**src/rtl/core/rurm_pkg.sv**
```systemverilog
package rurm_pkg;

	localparam logic [15:0] MIN_ECHO_US   = 16'd100;
	localparam logic [15:0] MAX_ECHO_US   = 16'd25000;
	localparam logic [15:0] US_PER_CM     = 16'd58;
	localparam logic [15:0] HYST_MIN_US   = 16'd5800;
	localparam logic [13:0] CLEAR_MARK_Q4 = 14'd15984;
	localparam logic [25:0] MS_PER_S      = 26'd1000;

	// floor(16*w/58) is computed as floor(8*w/29) by a scaled reciprocal.
	localparam int          DIV_SHIFT = 28;
	localparam logic [23:0] RECIP_29  = 24'd9256396;

	localparam int ADDR_W = 4;

	typedef enum logic [1:0] {
		REG_POLL_PERIOD = 2'd0,
		REG_TRIGGER     = 2'd1,
		REG_CLEAR       = 2'd2
	} reg_idx_t;

	typedef struct packed {
		logic [15:0] pub_period;
		logic [9:0]  trigger_cm;
		logic [9:0]  clear_dist;
	} cfg_t;

	typedef struct packed {
		logic [15:0] width_a;
		logic [15:0] width_b;
		logic [15:0] width_c;
		logic        echo_ok_a;
		logic        echo_ok_b;
		logic        echo_ok_c;
		logic [31:0] now_ms;
	} req_t;

	typedef struct packed {
		logic [1:0]  valid_pings;
		logic [12:0] distance_q4;
		logic        have_distance;
		logic        is_clear;
		logic        trigger_fired;
		logic [31:0] trigger_total;
		logic        publish;
		logic [13:0] publish_value_q4;
	} res_t;

	typedef struct packed {
		logic        near_flag;
		logic [31:0] last_publish_ms;
		logic [31:0] trigger_counter;
	} st_t;

endpackage

```
**src/rtl/core/ultrasonic_range_median_trigger_top.sv**
```systemverilog
// The input register feeds the ping evaluation and state update, and the result
// register, which parts the two channels, loads it when the output is not stalled.
// Throughput: one request per cycle while out_stall is low.
// Reset: arst_n clears the pipeline, the proximity state, the trigger count, the
// last publish time and the registers (poll period 1, trigger and clear 0).
module ultrasonic_range_median_trigger_top import rurm_pkg::*; (
	input  logic              clk,
	input  logic              arst_n,
	input  logic              psel,
	input  logic              penable,
	input  logic              pwrite,
	input  logic [ADDR_W-1:0] paddr,
	input  logic [31:0]       pwdata,
	output logic [31:0]       prdata,
	output logic              pready,
	input  logic              in_valid,
	output logic              in_stall,
	input  logic [15:0]       width_a,
	input  logic [15:0]       width_b,
	input  logic [15:0]       width_c,
	input  logic              echo_ok_a,
	input  logic              echo_ok_b,
	input  logic              echo_ok_c,
	input  logic [31:0]       now_ms,
	output logic              out_valid,
	input  logic              out_stall,
	output logic [1:0]        valid_pings,
	output logic [12:0]       distance_q4,
	output logic              have_distance,
	output logic              is_clear,
	output logic              trigger_fired,
	output logic [31:0]       trigger_total,
	output logic              publish,
	output logic [13:0]       publish_value_q4
);

	cfg_t cfg;
	req_t req_s1;
	logic valid_s1;
	res_t res_d, res_q;
	logic out_valid_q;
	st_t  st_q, st_d;
	logic load_out, adv_s1, take_in;

	rurm_cfg u_cfg (
		.clk     (clk),
		.arst_n  (arst_n),
		.psel    (psel),
		.penable (penable),
		.pwrite  (pwrite),
		.paddr   (paddr),
		.pwdata  (pwdata),
		.prdata  (prdata),
		.pready  (pready),
		.cfg     (cfg)
	);

	rurm_eval u_eval (
		.req    (req_s1),
		.cfg    (cfg),
		.st     (st_q),
		.res    (res_d),
		.st_nxt (st_d)
	);

	assign load_out = !out_valid_q || !out_stall;
	assign adv_s1   = valid_s1 && load_out;
	assign in_stall = valid_s1 && !load_out;
	assign take_in  = in_valid && !in_stall;

	always_ff @(posedge clk or negedge arst_n) begin
		if (!arst_n) begin
			valid_s1    <= 1'b0;
			out_valid_q <= 1'b0;
			st_q        <= '0;
		end else begin
			if (take_in) begin
				valid_s1 <= 1'b1;
			end else if (adv_s1) begin
				valid_s1 <= 1'b0;
			end
			if (load_out) begin
				out_valid_q <= valid_s1;
			end
			if (adv_s1) begin
				st_q <= st_d;
			end
		end
	end

	always_ff @(posedge clk) begin
		if (take_in) begin
			req_s1.width_a   <= width_a;
			req_s1.width_b   <= width_b;
			req_s1.width_c   <= width_c;
			req_s1.echo_ok_a <= echo_ok_a;
			req_s1.echo_ok_b <= echo_ok_b;
			req_s1.echo_ok_c <= echo_ok_c;
			req_s1.now_ms    <= now_ms;
		end
		if (adv_s1) begin
			res_q <= res_d;
		end
	end

	assign out_valid        = out_valid_q;
	assign valid_pings      = res_q.valid_pings;
	assign distance_q4      = res_q.distance_q4;
	assign have_distance    = res_q.have_distance;
	assign is_clear         = res_q.is_clear;
	assign trigger_fired    = res_q.trigger_fired;
	assign trigger_total    = res_q.trigger_total;
	assign publish          = res_q.publish;
	assign publish_value_q4 = res_q.publish_value_q4;

`ifndef NO_ASSERTIONS
	a_clear_excl: assert property (@(posedge clk) disable iff (!arst_n)
		out_valid_q |-> !(res_q.is_clear && res_q.have_distance))
		else $error("clear and distance flags both set");

	a_fire_near: assert property (@(posedge clk) disable iff (!arst_n)
		out_valid_q && res_q.trigger_fired |-> res_q.have_distance)
		else $error("trigger fired without a near reading");

	a_pub_value: assert property (@(posedge clk) disable iff (!arst_n)
		out_valid_q && !res_q.publish |-> res_q.publish_value_q4 == 14'd0)
		else $error("publish value shown without publish");

	a_count_step: assert property (@(posedge clk) disable iff (!arst_n)
		adv_s1 && res_d.trigger_fired |=>
		st_q.trigger_counter == $past(st_q.trigger_counter) + 32'd1)
		else $error("trigger count did not step on a trigger");

	a_stall_hold: assert property (@(posedge clk) disable iff (!arst_n)
		in_stall |=> valid_s1)
		else $error("stalled request dropped from the input register");
`endif

endmodule

```
**src/rtl/core/rurm_cfg.sv**
```systemverilog
module rurm_cfg import rurm_pkg::*; (
	input  logic              clk,
	input  logic              arst_n,
	input  logic              psel,
	input  logic              penable,
	input  logic              pwrite,
	input  logic [ADDR_W-1:0] paddr,
	input  logic [31:0]       pwdata,
	output logic [31:0]       prdata,
	output logic              pready,
	output cfg_t              cfg
);

	cfg_t       cfg_q;
	logic [1:0] idx;
	logic       wr_en;

	assign idx    = paddr[3:2];
	assign wr_en  = psel && penable && pwrite && pready;
	assign pready = 1'b1;
	assign cfg    = cfg_q;

	always_ff @(posedge clk or negedge arst_n) begin
		if (!arst_n) begin
			cfg_q.pub_period <= 16'd1;
			cfg_q.trigger_cm <= 10'd0;
			cfg_q.clear_dist <= 10'd0;
		end else if (wr_en) begin
			unique case (idx)
				REG_POLL_PERIOD: cfg_q.pub_period <= pwdata[15:0];
				REG_TRIGGER:     cfg_q.trigger_cm <= pwdata[9:0];
				REG_CLEAR:       cfg_q.clear_dist <= pwdata[9:0];
				default: ;
			endcase
		end
	end

	always_comb begin
		unique case (idx)
			REG_POLL_PERIOD: prdata = {16'd0, cfg_q.pub_period};
			REG_TRIGGER:     prdata = {22'd0, cfg_q.trigger_cm};
			REG_CLEAR:       prdata = {22'd0, cfg_q.clear_dist};
			default:         prdata = 32'd0;
		endcase
	end

endmodule

```
**src/rtl/core/rurm_eval.sv**
```systemverilog
module rurm_eval import rurm_pkg::*; (
	input  req_t req,
	input  cfg_t cfg,
	input  st_t  st,
	output res_t res,
	output st_t  st_nxt
);

	logic        ok_a, ok_b, ok_c;
	logic [15:0] za, zb, zc;
	logic [1:0]  n;
	logic [15:0] lo, hi, med, mx_ab, mx, w;
	logic [18:0] w8;
	logic [42:0] prod;
	logic [12:0] dist_val;
	logic [15:0] clr_thr, near_thr, hyst;
	logic [19:0] rearm_lhs, rearm_rhs;
	logic [15:0] period;
	logic [25:0] limit;
	logic [31:0] elapsed;
	logic        any, clr, rearm, fire, pub;

	assign ok_a = req.echo_ok_a && req.width_a >= MIN_ECHO_US && req.width_a <= MAX_ECHO_US;
	assign ok_b = req.echo_ok_b && req.width_b >= MIN_ECHO_US && req.width_b <= MAX_ECHO_US;
	assign ok_c = req.echo_ok_c && req.width_c >= MIN_ECHO_US && req.width_c <= MAX_ECHO_US;

	assign za = ok_a ? req.width_a : 16'd0;
	assign zb = ok_b ? req.width_b : 16'd0;
	assign zc = ok_c ? req.width_c : 16'd0;
	assign n  = {1'b0, ok_a} + {1'b0, ok_b} + {1'b0, ok_c};
	assign any = (n != 2'd0);

	// With fewer than three valid pings the invalid ones read as zero, so the
	// largest of the three is the lone value or the larger of the pair.
	assign lo    = (req.width_a < req.width_b) ? req.width_a : req.width_b;
	assign hi    = (req.width_a < req.width_b) ? req.width_b : req.width_a;
	assign med   = (req.width_c < lo) ? lo : ((req.width_c > hi) ? hi : req.width_c);
	assign mx_ab = (za > zb) ? za : zb;
	assign mx    = (mx_ab > zc) ? mx_ab : zc;
	assign w     = (n == 2'd3) ? med : mx;

	assign w8       = {w, 3'b000};
	assign prod     = {24'd0, w8} * {19'd0, RECIP_29};
	assign dist_val = prod[DIV_SHIFT +: 13];

	assign clr_thr  = 16'(32'(cfg.clear_dist) * 32'(US_PER_CM));
	assign near_thr = 16'(32'(cfg.trigger_cm) * 32'(US_PER_CM));
	assign hyst     = (near_thr < HYST_MIN_US) ? HYST_MIN_US : near_thr;
	assign rearm_lhs = {4'd0, w} * 20'd10;
	assign rearm_rhs = {4'd0, near_thr} * 20'd10 + {4'd0, hyst};

	assign clr   = (cfg.clear_dist != 10'd0) && (w >= clr_thr);
	assign rearm = clr || (rearm_lhs >= rearm_rhs);
	assign fire  = any && (cfg.trigger_cm != 10'd0) && !rearm && !st.near_flag &&
		(w < near_thr);

	assign period  = (cfg.pub_period == 16'd0) ? 16'd1 : cfg.pub_period;
	assign limit   = {10'd0, period} * MS_PER_S;
	assign elapsed = req.now_ms - st.last_publish_ms;
	assign pub     = any && (elapsed >= {6'd0, limit});

	always_comb begin
		st_nxt = st;
		if (any && cfg.trigger_cm != 10'd0) begin
			if (rearm) begin
				st_nxt.near_flag = 1'b0;
			end else if (fire) begin
				st_nxt.near_flag = 1'b1;
			end
		end
		if (fire) begin
			st_nxt.trigger_counter = st.trigger_counter + 32'd1;
		end
		if (pub) begin
			st_nxt.last_publish_ms = req.now_ms;
		end
	end

	always_comb begin
		res.valid_pings      = n;
		res.distance_q4      = any ? dist_val : 13'd0;
		res.have_distance    = any && !clr;
		res.is_clear         = any && clr;
		res.trigger_fired    = fire;
		res.trigger_total    = st_nxt.trigger_counter;
		res.publish          = pub;
		res.publish_value_q4 = !pub ? 14'd0 : (clr ? CLEAR_MARK_Q4 : {1'b0, dist_val});
	end

endmodule

```
**config.mk**
```make
export PLATFORM = sky130hd
export DESIGN_NAME = ultrasonic_range_median_trigger_top
export DESIGN_NICKNAME = d
export VERILOG_FILES = /design/src/rtl/core/rurm_pkg.sv /design/src/rtl/core/ultrasonic_range_median_trigger_top.sv /design/src/rtl/core/rurm_cfg.sv /design/src/rtl/core/rurm_eval.sv
export SDC_FILE = /design/constraint.sdc
export NUM_CORES = 1
export LEC_CHECK = 0
export ABC_AREA = 0
export BUFFER_PORTS_ARGS = -buffer_cell sky130_fd_sc_hd__buf_2
export CORE_ASPECT_RATIO = 0.9
export CORE_UTILIZATION = 48
export CTS_CLUSTER_DIAMETER = 30
export DETAILED_ROUTE_END_ITERATION = 10
export PLACE_DENSITY = 0.65
export SETUP_SLACK_MARGIN = 0.5
export SYNTH_ARGS = -nofsm -noshare
export SYNTH_HDL_FRONTEND = slang
export SYNTH_SLANG_ARGS = --single-unit
```
**constraint.sdc**
```tcl
create_clock -name clk -period 32 [get_ports clk]
set_input_delay 1.6 -clock clk [delete_from_list [all_inputs] [get_ports clk]]
set_output_delay 1.6 -clock clk [all_outputs]
set_load 0.05 [all_outputs]
```
# [Yosys cells after proc, flatten, opt, wreduce, memory -nomap -nowiden]
# Cells that the tools add are included.
[word_totals] ff_bits=251 input_bits=126 out_inout_bits=100 elab_cells=115
[classes] n_addsub=5 multipliers=6 n_lt_le_gt_ge=16 n_eq_ne=3 n_mux=19 n_bitwise=1 n_reduce_logical=41
[ops] cell="16-bit 2-to-1 mux" n=12
[ops] cell="16-bit by 7-bit greater-or-equal comparator with 1-bit output (second input constant)" n=3
[ops] cell="16-bit greater-than comparator" n=3
[ops] cell="16-bit by 15-bit <= comparator with 1-bit output (second input constant)" n=3
[ops] cell="16-bit less-than comparator" n=3
[ops] cell="16-bit case mux with 3 select lines" n=1
[ops] cell="16-bit by 22-bit multiplier with 36-bit output (second input constant)" n=1
[ops] cell="32-bit by 1-bit adder with 32-bit output (second input constant)" n=1
[ops] cell="32-bit by 26-bit greater-or-equal comparator with 1-bit output" n=1
[ops] cell="32-bit 2-to-1 mux" n=1
[ops] cell="32-bit subtractor" n=1
[ops] cell="10-bit by 5-bit multiplier with 15-bit output (second input constant)" n=2
[ops] cell="16-bit by 7-bit multiplier with 23-bit output (second input constant)" n=1
[ops] cell="20-bit by 16-bit adder with 20-bit output" n=1
[ops] cell="20-bit greater-or-equal comparator" n=1
[ops] cell="10-bit nonzero test" n=2
[ops] cell="1-bit logical AND" n=19
[ops] cell="16-bit by 3-bit multiplier with 19-bit output (second input constant)" n=1
[ops] cell="15-bit by 3-bit multiplier with 18-bit output (second input constant)" n=1
[ops] cell="16-bit greater-or-equal comparator" n=1
[ops] cell="16-bit logical NOT" n=1
[ops] cell="16-bit by 13-bit less-than comparator with 1-bit output (second input constant)" n=1
[ops] cell="14-bit 2-to-1 mux" n=1
[ops] cell="2-bit AND reduction" n=4
[ops] cell="other kinds (12)" n=25

# [Logic depth before layout (Yosys ltp)]
# Gate-level depths: netlist of run 1.
[logic_depth] word_depth=18 mapped_depth=57 mapped_depth_nobuf=52

# [Modules after synthesis]
# A second synthesis of run 1 with hierarchy kept.
[unflattened] hier_cells=3060 area_unflattened_um2=30140.2
[by_module_without_submodules] mod="rurm_eval" instances=1 cells_per_inst=2627 area_each_um2=21167.8 seq_area_each_um2=0.0
[by_module_without_submodules] mod="ultrasonic_range_median_trigger_top" instances=1 cells_per_inst=293 area_each_um2=7156.9 seq_area_each_um2=6120.9
[by_module_without_submodules] mod="rurm_cfg" instances=1 cells_per_inst=140 area_each_um2=1815.5 seq_area_each_um2=902.1

# [Least setup slack after synthesis of run 1]
# No wires, ideal clock.
[synth_timing] kind="reg2reg" start="reg req_s1[51] in the netlist's numbering" end="reg res_q, in the netlist publish_value_q4[10], data pin" setup_time_ns=0.272 t_arrival_ns=11.268 setup_slack_ns=20.460 stages_incl_launch_ff=46 cell_sequence="edfxtp_1 -> o31a_1 -> o21ai_0 -> nand3_1 -> a41oi_1 -> clkbuf_1 -> nand2_1 -> ha_1 -> nand4_1 -> a2111oi_0 -> nor3_1 -> a21oi_2 -> clkbuf_1 -> o21ai_0 -> ha_1 -> a21o_1 -> a21oi_1 -> nor2b_1 -> [10 not listed] -> fa_1 -> fa_1 -> inv_1 -> fa_1 -> inv_1 -> ha_1 -> a21o_1 -> a21o_1 -> a21oi_1 -> o21ai_0 -> a21o_1 -> a21oi_1 -> o21ai_0 -> a31o_2 -> a221o_1 -> a221oi_1 -> xor2_1 -> a21oi_1"
[synth_via] elab_chain_len=12 elab_cells_between_ends=26
[synth_rtl] item="start, declared" line_no="ultrasonic_range_median_trigger_top.sv:38" source="req_t req_s1;"
[synth_rtl] item="parallel branches: the longest is 12 deep, another holds 16-bit by 22-bit multiplier with 36-bit output"
[synth_rtl] item="end signal, assigned" line_no="ultrasonic_range_median_trigger_top.sv:102" source="res_q <= res_d;"
[synth_rtl] item="end, declared" line_no="ultrasonic_range_median_trigger_top.sv:40" source="res_t res_d, res_q;"
# Several ways; the timed one is not identified.
# A chain may end at the register's enable or synchronous reset.

==> qor.csv, run 1 <==
metric,value,unit
outcome,completed,
ctsHtreeMaxLevel,2,
top_level_ports,226,
first_pass_iters,5,
coreArea,60000,µm²
grt_usage,24.0,%
cp_slowest_cell,a21oi_2,
place_congestion,0.926,
drt_iter0_markers,1169,
worstPathArrival,13880,ps
finalCritPeriodShare,42.3,%
skew,35.2,ps
ys_seq_area_share,24.0,%
routedWlPerCell,17.7,µm
hold_viol_final,0,
drc,0,
clockBufferDepth,3,
relSlewSlack,22.1,%
nets,4136,
fin_crit,13530,ps
critPathCaptureType,flip-flop,
cp-start-kind,flip-flop,
async_flop_share,41.0,%
grt_pass1_vias,22898,
fin_cells,4115,
synth-edff-count,148,
portBuffers,190,
grt-ovfl-total,0,
clk_latency,610,ps
path_clk_slew,50,ps
post_cts_buffers,0,
num_antenna_cells,0,
wl,72800,µm
critPathKind,reg2reg,
ant_nets,0,
fin_tns_setup,0,ps
cts_resized,0,
critPathRequiredTime,32350,ps
die_width,262,µm
final_max_slew_viol_count,0,
multiInputGateArea,20000,µm²
max-cap-violations,0,
hp-class,reg2reg,
grt_max_degree,78,
seqCellArea,7020,µm²
cts_sinks,251,
dp_hpwl,59100,µm
setup_viol,0,
num_rows,85,
synth_area,29200,µm²
slowest_delay,870,ps
ys.flop_type,edfxtp_1,
cts_root_buf,clkbuf_16,
areaGrowthSynthToFinish,12.6,%
tritoncts,done,
antenna_found_initial,0,
die-area,61800,µm²
start_util,48.7,%
cp_max_fo,28,
worst_pin_slew,1160,ps
yosysWarnings,0,
cts_inserted_buffers,54,
die_h,236,µm
place_inst,4014,
drive_gt1_share,11.5,%
yosysUniqueCellTypes,78,
holdWs,489,ps
grt_pass1_wl,118000,µm
synth_seq_cells,251,
rsz0062_at_grt,false,
hold_buffers,0,
viasPerCell,5.44,
cp_common_cell,a21oi_1,
fmax,73.9,MHz
vias,22376,
fill_cells,5441,
syn_area_per_cell,9.51,µm²
synth_cells,3072,
cell usage after synthesis (33+ instances only):
| master | n | area (µm²) |
|---|---|---|
| inv_1 | 503 | 1890 |
| edfxtp_1 | 148 | 4440 |
| nor3_1 | 43 | 215 |
| fa_1 | 204 | 4080 |
| o21a_1 | 33 | 248 |
| nand4_1 | 34 | 213 |
| a21oi_1 | 158 | 791 |
| nor2_1 | 154 | 578 |
| nand2_1 | 229 | 860 |
| a21o_1 | 92 | 691 |
| mux2_2 | 34 | 383 |
| xnor2_1 | 118 | 1030 |
| mux2i_1 | 42 | 420 |
| nand3_1 | 67 | 335 |
| o21ai_0 | 147 | 736 |
| dfrtp_1 | 102 | 2550 |
| clkbuf_1 | 37 | 139 |
| xor2_1 | 68 | 596 |
| ha_1 | 519 | 6490 |
registers in the layout (all words and copies together), names as in the netlist:
signal	cells
u_cfg.cfg	36
req_s1	83
valid_s1	1
publish_value_q4	14
trigger_total	32
have_distance	1
st_q	65
trigger_fired	1
out_valid	1
valid_pings	2
is_clear	1
publish	1
distance_q4	13
path summary, 6_finish.rpt:
kind,to,depth (start not counted),from,slack [ps]
worst min register to register,out_valid,1,valid_s1,490
worst max-delay path,trigger_total[1],46,req_s1[71],18470
min in group asynchronous,st_q[20],1,arst_n,910
worst max register to register,trigger_total[1],46,req_s1[71],18470
worst min-delay path,out_valid,1,valid_s1,490
max in group asynchronous,st_q[33],2,arst_n,29680
cells by family after synthesis:
family,share of synthesized area [%]
flops,24.0
xor+xnor,5.58
other cells,0.0257
mux,2.75
fa+ha+maj,36.2
compound gates,12.6
buf+inv,7.70
simple gates,11.0
metal layers:
metal | global-route usage, % | up-vias | routed length, µm
li1 | - | 10895 | -
met1 | 33.1 | 10851 | 32800
met2 | 39.8 | 523 | 34700
met3 | 3.03 | 107 | 3500
met4 | 6.34 | 0 | 1710
met5 | 0 | - | 0
area by class of cell:
class,count,share of cell area (%)
multi-input cells,2266,60.9
flip-flops and latches,251,21.3
inverters,503,5.74
clock buffers,66,4.43
repair buffers,211,3.38
well taps,783,2.98
clock inverters,35,1.18
cells in the final DEF, fill, tap and decap left out, types with 118 or more instances in the layout:
cell type and instances:
a21oi_1 158, buf_2 189, edfxtp_1 148, fa_1 204, ha_1 519, inv_1 502, nand2_1 229, nor2_1 154
o21ai_0 146, xnor2_1 118
critical path, delay by kind of cell, from the launching register on:
family | cells | cell delay (ps)
xor+xnor | 2 | 370
compound gates | 24 | 6330
fa+ha+maj | 5 | 1440
mux | 1 | 420
buf+inv | 3 | 1450
flops | 1 | 500
simple gates | 11 | 2760
metrics by stage:
stage	util [%]	area [µm²]	worst slack (ps)
floorplan	-	29300	20460
global placement	51.8	31000	18770
detailed placement	51.8	31000	18600
CTS	54.8	32900	18550
global route	54.8	32900	17320
finish	54.8	32900	18470
Power of run 1 is not shown: default switching activity piles up to over one toggle a cycle in this logic, so the estimate is an artifact.
==> run 2: changes to the inputs <==
==> constraint.sdc (replaced) <==
create_clock -name clk -period 12.7 [get_ports clk]
set_input_delay 0.635 -clock clk [delete_from_list [all_inputs] [get_ports clk]]
set_output_delay 0.635 -clock clk [all_outputs]
set_load 0.05 [all_outputs]
==> run 2 against run 1 <==
Flip-flop and latch count unchanged. Global-route usage decreased by 0.54 points. Non-clock buffer count increased by 40. Via count decreased by 0.40%. Die area unchanged. Sequential share of layout area decreased by 0.28 points.
==> qor.csv, run 2 (synthesis results as in run 1) <==
metric,value,unit,change
outcome,completed,,
mostFrequentLayoutCells,"519 x ha_1, 498 x inv_1, 229 x nand2_1, 203 x fa_1, 189 x buf_2",,
die_h,236,µm,unchanged
grt-ovfl-total,0,,unchanged
top_register,req_s1,,
mostFrequentLayoutCell,ha_1,,
drc,0,,unchanged
clk_latency,610,ps,about the same
fin_crit,11630,ps,-1900 ps
max-cap-violations,0,,unchanged
wl,71700,µm,-1.4%
tritoncts,done,,
setup_viol,0,,unchanged
clockBufferDepth,3,,unchanged
hold_viol_final,0,,unchanged
fmax,86.0,MHz,+16%
cp_common_cell,a21o_1,,
place_congestion,0.926,,about the same
ctsHtreeMaxLevel,2,,unchanged
cp-startpoint,req_s1[51],,
ant_nets,0,,unchanged
place_inst,4031,,+0.42%
fin_tns_setup,0,ps,unchanged
worst_pin_slew,1080,ps,-80.0 ps
die_width,262,µm,unchanged
areaGrowthSynthToFinish,14.1,%,
grt_pass1_vias,22665,,-1.0%
fin_cells,4160,,+1.1%
antenna_found_initial,2,,+2
coreArea,60000,µm²,unchanged
vias,22287,,-0.40%
cp-start-kind,flip-flop,,
num_rows,85,,unchanged
cts_root_buf,clkbuf_16,,
hold_buffers,0,,unchanged
cp_slowest_cell,fa_2,,
portBuffers,190,,unchanged
cts_sinks,251,,unchanged
critPathKind,reg2reg,,
reg2reg_from,req_s1[51],,
cp_max_fo,16,,-43%
grt_max_degree,73,,-6.4%
dp_hpwl,58400,µm,-1.2%
first_pass_iters,5,,unchanged
die-area,61800,µm²,unchanged
drt_iter0_markers,1326,,+13%
holdWs,116,ps,-373 ps
finalCritPeriodShare,91.6,%,+49 points
largest_reg_flops,83,,unchanged
grt_pass1_wl,116000,µm,-2.1%
critPathRequiredTime,13040,ps,-19310 ps
relSlewSlack,27.5,%,+5.4 points
routedWlPerCell,17.2,µm,-2.5%
seqCellArea,7020,µm²,unchanged
multiInputGateArea,20200,µm²,+0.82%
pre_cts_slack,106,ps,-18490 ps
slowest_delay,620,ps,-250 ps
skew,39.5,ps,+4.24 ps
fill_cells,5362,,-1.5%
top_level_ports,226,,unchanged
path_clk_slew,50,ps,about the same
nets,4178,,+1.0%
worstPathArrival,11970,ps,-1910 ps
viasPerCell,5.36,,-1.5%
critPathCaptureType,flip-flop,,
crit_family,compound AO/OA/AOI/OAI gates,,
critPathBufInv,5,,+2
hp-class,in2async,,
start_util,48.7,%,unchanged
drive_gt1_share,13.1,%,+1.6 points
final_max_slew_viol_count,0,,unchanged
rsz0062_at_grt,true,,
cts_inserted_buffers,55,,+1.9%
grt_usage,23.5,%,-0.54 points
setup_ws,1070,ps,-17400 ps
## run 2: cell types whose count changed in the layout (fill, tap and decap cells not counted), moves of 3 or more
cell,before,now
buf_4,22,58
clkbuf_1,7,16
clkinvlp_4,4,9
o21ai_0,146,141
inv_1,502,498
o21ai_1,1,5
a21oi_1,158,155
buf_6,0,3
clkbuf_8,4,1
clkinv_2,10,7
## run 2: cell type report
| type | instances | share of cell area [%] |
|---|---|---|
| inverter | 503 | 5.69 |
| sequential | 251 | 21.1 |
| clock inverter | 32 | 1.01 |
| timing repair buffer | 251 | 4.29 |
| clock buffer | 72 | 4.35 |
| antenna | 1 | 0.00751 |
| multi-input combinational | 2267 | 60.6 |
| tap | 783 | 2.94 |
## run 2: path summary, 6_finish.rpt
check	endpoint	slack, ps	cells after the start
worst max-delay path	publish_value_q4[10]	1070	46
worst min-delay path	st_q[31]	120	1
min in group clk	req_s1[17]	220	1
worst max register to register	publish_value_q4[10]	1070	46
max in group asynchronous	st_q[35]	11330	2
worst min register to register	st_q[31]	490	1
## run 2: worst reg2reg max path, delay by kind of cell (launching register included)
kind	cells	cell delay [ps]
XOR/XNOR	2	310
AND/OR/NAND/NOR	6	720
buffers and inverters	5	620
adder cells (fa/ha/maj)	9	3910
flip-flops	1	480
AO/OA/AOI/OAI	24	5370
## run 2: timing repair
item	4_1_cts	5_1_grt
pin swaps	0	8
gates cloned	0	1
resized for setup	3	41
setup endpoints to repair	7	91
setup buffers	0	23
## run 2: metrics by stage
stage	instance area (µm²)	utilization (%)
after CTS	33000	55.0
final	33300	55.6
after global routing	33300	55.6
after floorplan	29300	-
after global placement	31200	52.0
after detailed placement	31200	52.0
## run 2: routing by layer
layer  global-route usage, %  up-vias  part of all wire [%]
li1                        -    10971                     -
met1                    32.3    10712                    46
met2                    38.4      502                    47
met3                    3.55      102                   5.2
met4                    6.13        0                   2.3
met5                       0        -                     0
Power of run 2 is left out for the same reason.
==> run 3: changes to the inputs <==
--- a/config.mk
+++ b/config.mk
@@ -11,7 +11,8 @@
 export CORE_UTILIZATION = 48
 export CTS_CLUSTER_DIAMETER = 30
 export DETAILED_ROUTE_END_ITERATION = 10
-export PLACE_DENSITY = 0.65
+export PLACE_DENSITY_LB_ADDON = 0.1
+export RECOVER_POWER = 25
 export SETUP_SLACK_MARGIN = 0.5
 export SYNTH_ARGS = -nofsm -noshare
 export SYNTH_HDL_FRONTEND = slang
==> constraint.sdc (replaced) <==
create_clock -name clk -period 10.64 [get_ports clk]
set_input_delay 0.532 -clock clk [delete_from_list [all_inputs] [get_ports clk]]
set_output_delay 0.532 -clock clk [all_outputs]
set_load 0.05 [all_outputs]
==> run 3 against run 2 <==
The flow now finishes with violations (max-capacitance violations, max-slew violations, negative setup slack). Critical path depth is 4 higher. Register-to-register slack worse by 1100 ps. Die area stayed put.
==> qor.csv, run 3 (synthesis results as in run 1) <==
metric,value,unit,change
grt_pass1_vias,23771,,+4.9%
vias,22872,,+2.6%
hp-start,now_ms[24],,
drive_gt1_share,20.7,%,+7.6 points
multiInputGateArea,20800,µm²,+2.7%
critPathCaptureType,flip-flop,,
worst_pin_slew,3180,ps,+2100 ps
hp-class,in2reg,,
setup_viol,1,,+1
drc,0,,unchanged
cp_slowest_cell,or4_4,,
final_max_slew_viol_count,57,,+57
clockBufferDepth,3,,unchanged
fin_cells,4355,,+4.7%
hold_viol_final,0,,unchanged
rsz0062_at_grt,true,,
r2r_slack,-2,ps,-1070 ps
antenna_found_initial,1,,-1
setup_ws,-2.20,ps,-1070 ps
coreArea,60000,µm²,unchanged
mostFrequentLayoutCell,ha_1,,
largest_reg_flops,83,,unchanged
grt_max_degree,73,,unchanged
top_level_ports,226,,unchanged
reg2reg_from,req_s1[67],,
critPathKind,reg2reg,,
tritoncts,done,,
fill_cells,5329,,-0.62%
place_congestion,0.938,,+1.4%
cp_max_fo,8,,-8
die-area,61800,µm²,unchanged
grt-ovfl-total,0,,unchanged
routedWlPerCell,17.4,µm,+1.2%
grt_pass1_wl,123000,µm,+6.1%
areaGrowthSynthToFinish,22.4,%,
place_inst,4220,,+4.7%
die_width,262,µm,unchanged
cts_sinks,251,,unchanged
fin_crit,10640,ps,-991 ps
num_rows,85,,unchanged
outcome,finished with violations,,
path_clk_slew,50,ps,about the same
ant_nets,0,,unchanged
met3_usage,3.49,%,-0.054 points
nets,4372,,+4.6%
start_util,48.7,%,unchanged
drt_iter0_markers,1118,,-16%
worstPathArrival,10950,ps,-1020 ps
mostFrequentLayoutCells,"501 x ha_1, 490 x inv_1, 229 x buf_4, 226 x nand2_1, 199 x fa_1",,
relSlewSlack,-112,%,-140 points
grtUsageMet2,39.8,%,+1.4 points
ctsHtreeMaxLevel,2,,unchanged
use_met1,35.6,%,+3.3 points
cp_common_cell,a21o_1,,
portBuffers,190,,unchanged
clk_latency,600,ps,about the same
finalCritPeriodShare,100,%,+8.4 points
gr-max-usage-layer,met2,,
max-cap-violations,1,,+1
die_h,236,µm,unchanged
grt_usage,25.0,%,+1.5 points
top_register,req_s1,,
dp_hpwl,62000,µm,+6.2%
cts_inserted_buffers,57,,+3.6%
wl,76000,µm,+5.9%
fmax,94.0,MHz,+9.3%
cts_root_buf,clkbuf_16,,
cp-start-kind,flip-flop,,
viasPerCell,5.25,,-2.0%
violations,"max-capacitance violations, max-slew violations, negative setup slack",,
slowest_delay,530,ps,-90 ps
seqCellArea,7020,µm²,unchanged
skew,19.9,ps,-19.6 ps
critPathRequiredTime,10950,ps,-2090 ps
cp-startpoint,req_s1[67],,
first_pass_iters,5,,unchanged
[run 3: cell types whose count changed in the layout (fill, tap and decap cells not counted), sizes merged]
| cell | before | now |
|---|---|---|
| buf | 251 | 433 |
| clkbuf | 72 | 85 |
| inv | 506 | 508 |
| clkinvlp | 9 | 5 |
| dlygate4sd3 | 0 | 1 |
| bufinv | 3 | 5 |
| clkinv | 17 | 16 |
[run 3: final timing paths]
path / cells past startpoint / to
min in group asynchronous: 2 / st_q[30]
max in group asynchronous: 3 / u_cfg.cfg[31]
worst max register to register: 50 / distance_q4[10]
worst min-delay path: 1 / req_s1[24]
worst max-delay path: 50 / distance_q4[10]
worst min register to register: 1 / st_q[31]
[run 3: final cells by class]
| type | instances | share of cell area [%] |
|---|---|---|
| diodes | 1 | 0.00700 |
| clock buffers | 76 | 4.71 |
| clock inverters | 31 | 0.997 |
| inverters | 503 | 5.29 |
| multi-input cells | 2267 | 58.1 |
| flip-flops and latches | 251 | 19.6 |
| well taps | 783 | 2.74 |
| repair buffers | 443 | 8.55 |
[run 3: repair_timing]
action,in CTS,in global routing
hold endpoints to repair,8,0
pin swaps,34,12
setup buffers,8,13
cloned,3,2
hold buffers,1,0
setup endpoints to repair,92,92
resized for setup,84,67
[run 3: worst max-delay path, delay by kind of cell, from the launching register on]
kind	cells	cell delay, ps
buffers and inverters	10	1140
adder cells (fa/ha/maj)	9	3180
flip-flops	1	390
AND/OR/NAND/NOR	6	890
XOR/XNOR	2	430
AO/OA/AOI/OAI	23	4340
[run 3: stage by stage]
stage          TNS [ps]  area (µm²)  hold slack, ps  util [%]  setup slack (ps)
3_5_place_dp      -7060       32800             478      54.7              -275
6_report          -2.20       35800             109      59.6             -2.20
4_1_cts               0       35300            66.4      58.9              33.3
2_1_floorplan         0       29500             236         -               433
5_1_grt          -25940       35800            78.1      59.6              -517
3_3_place_gp      -1230       32800             470      54.7              -132
[run 3: per-layer routing]
layer | up-vias | routed length (µm)
li1 | 11376 | -
met1 | 10938 | 36000
met2 | 443 | 34800
met3 | 115 | 3360
met4 | 0 | 1810
met5 | - | 0
Power of run 3 is left out for the same reason.
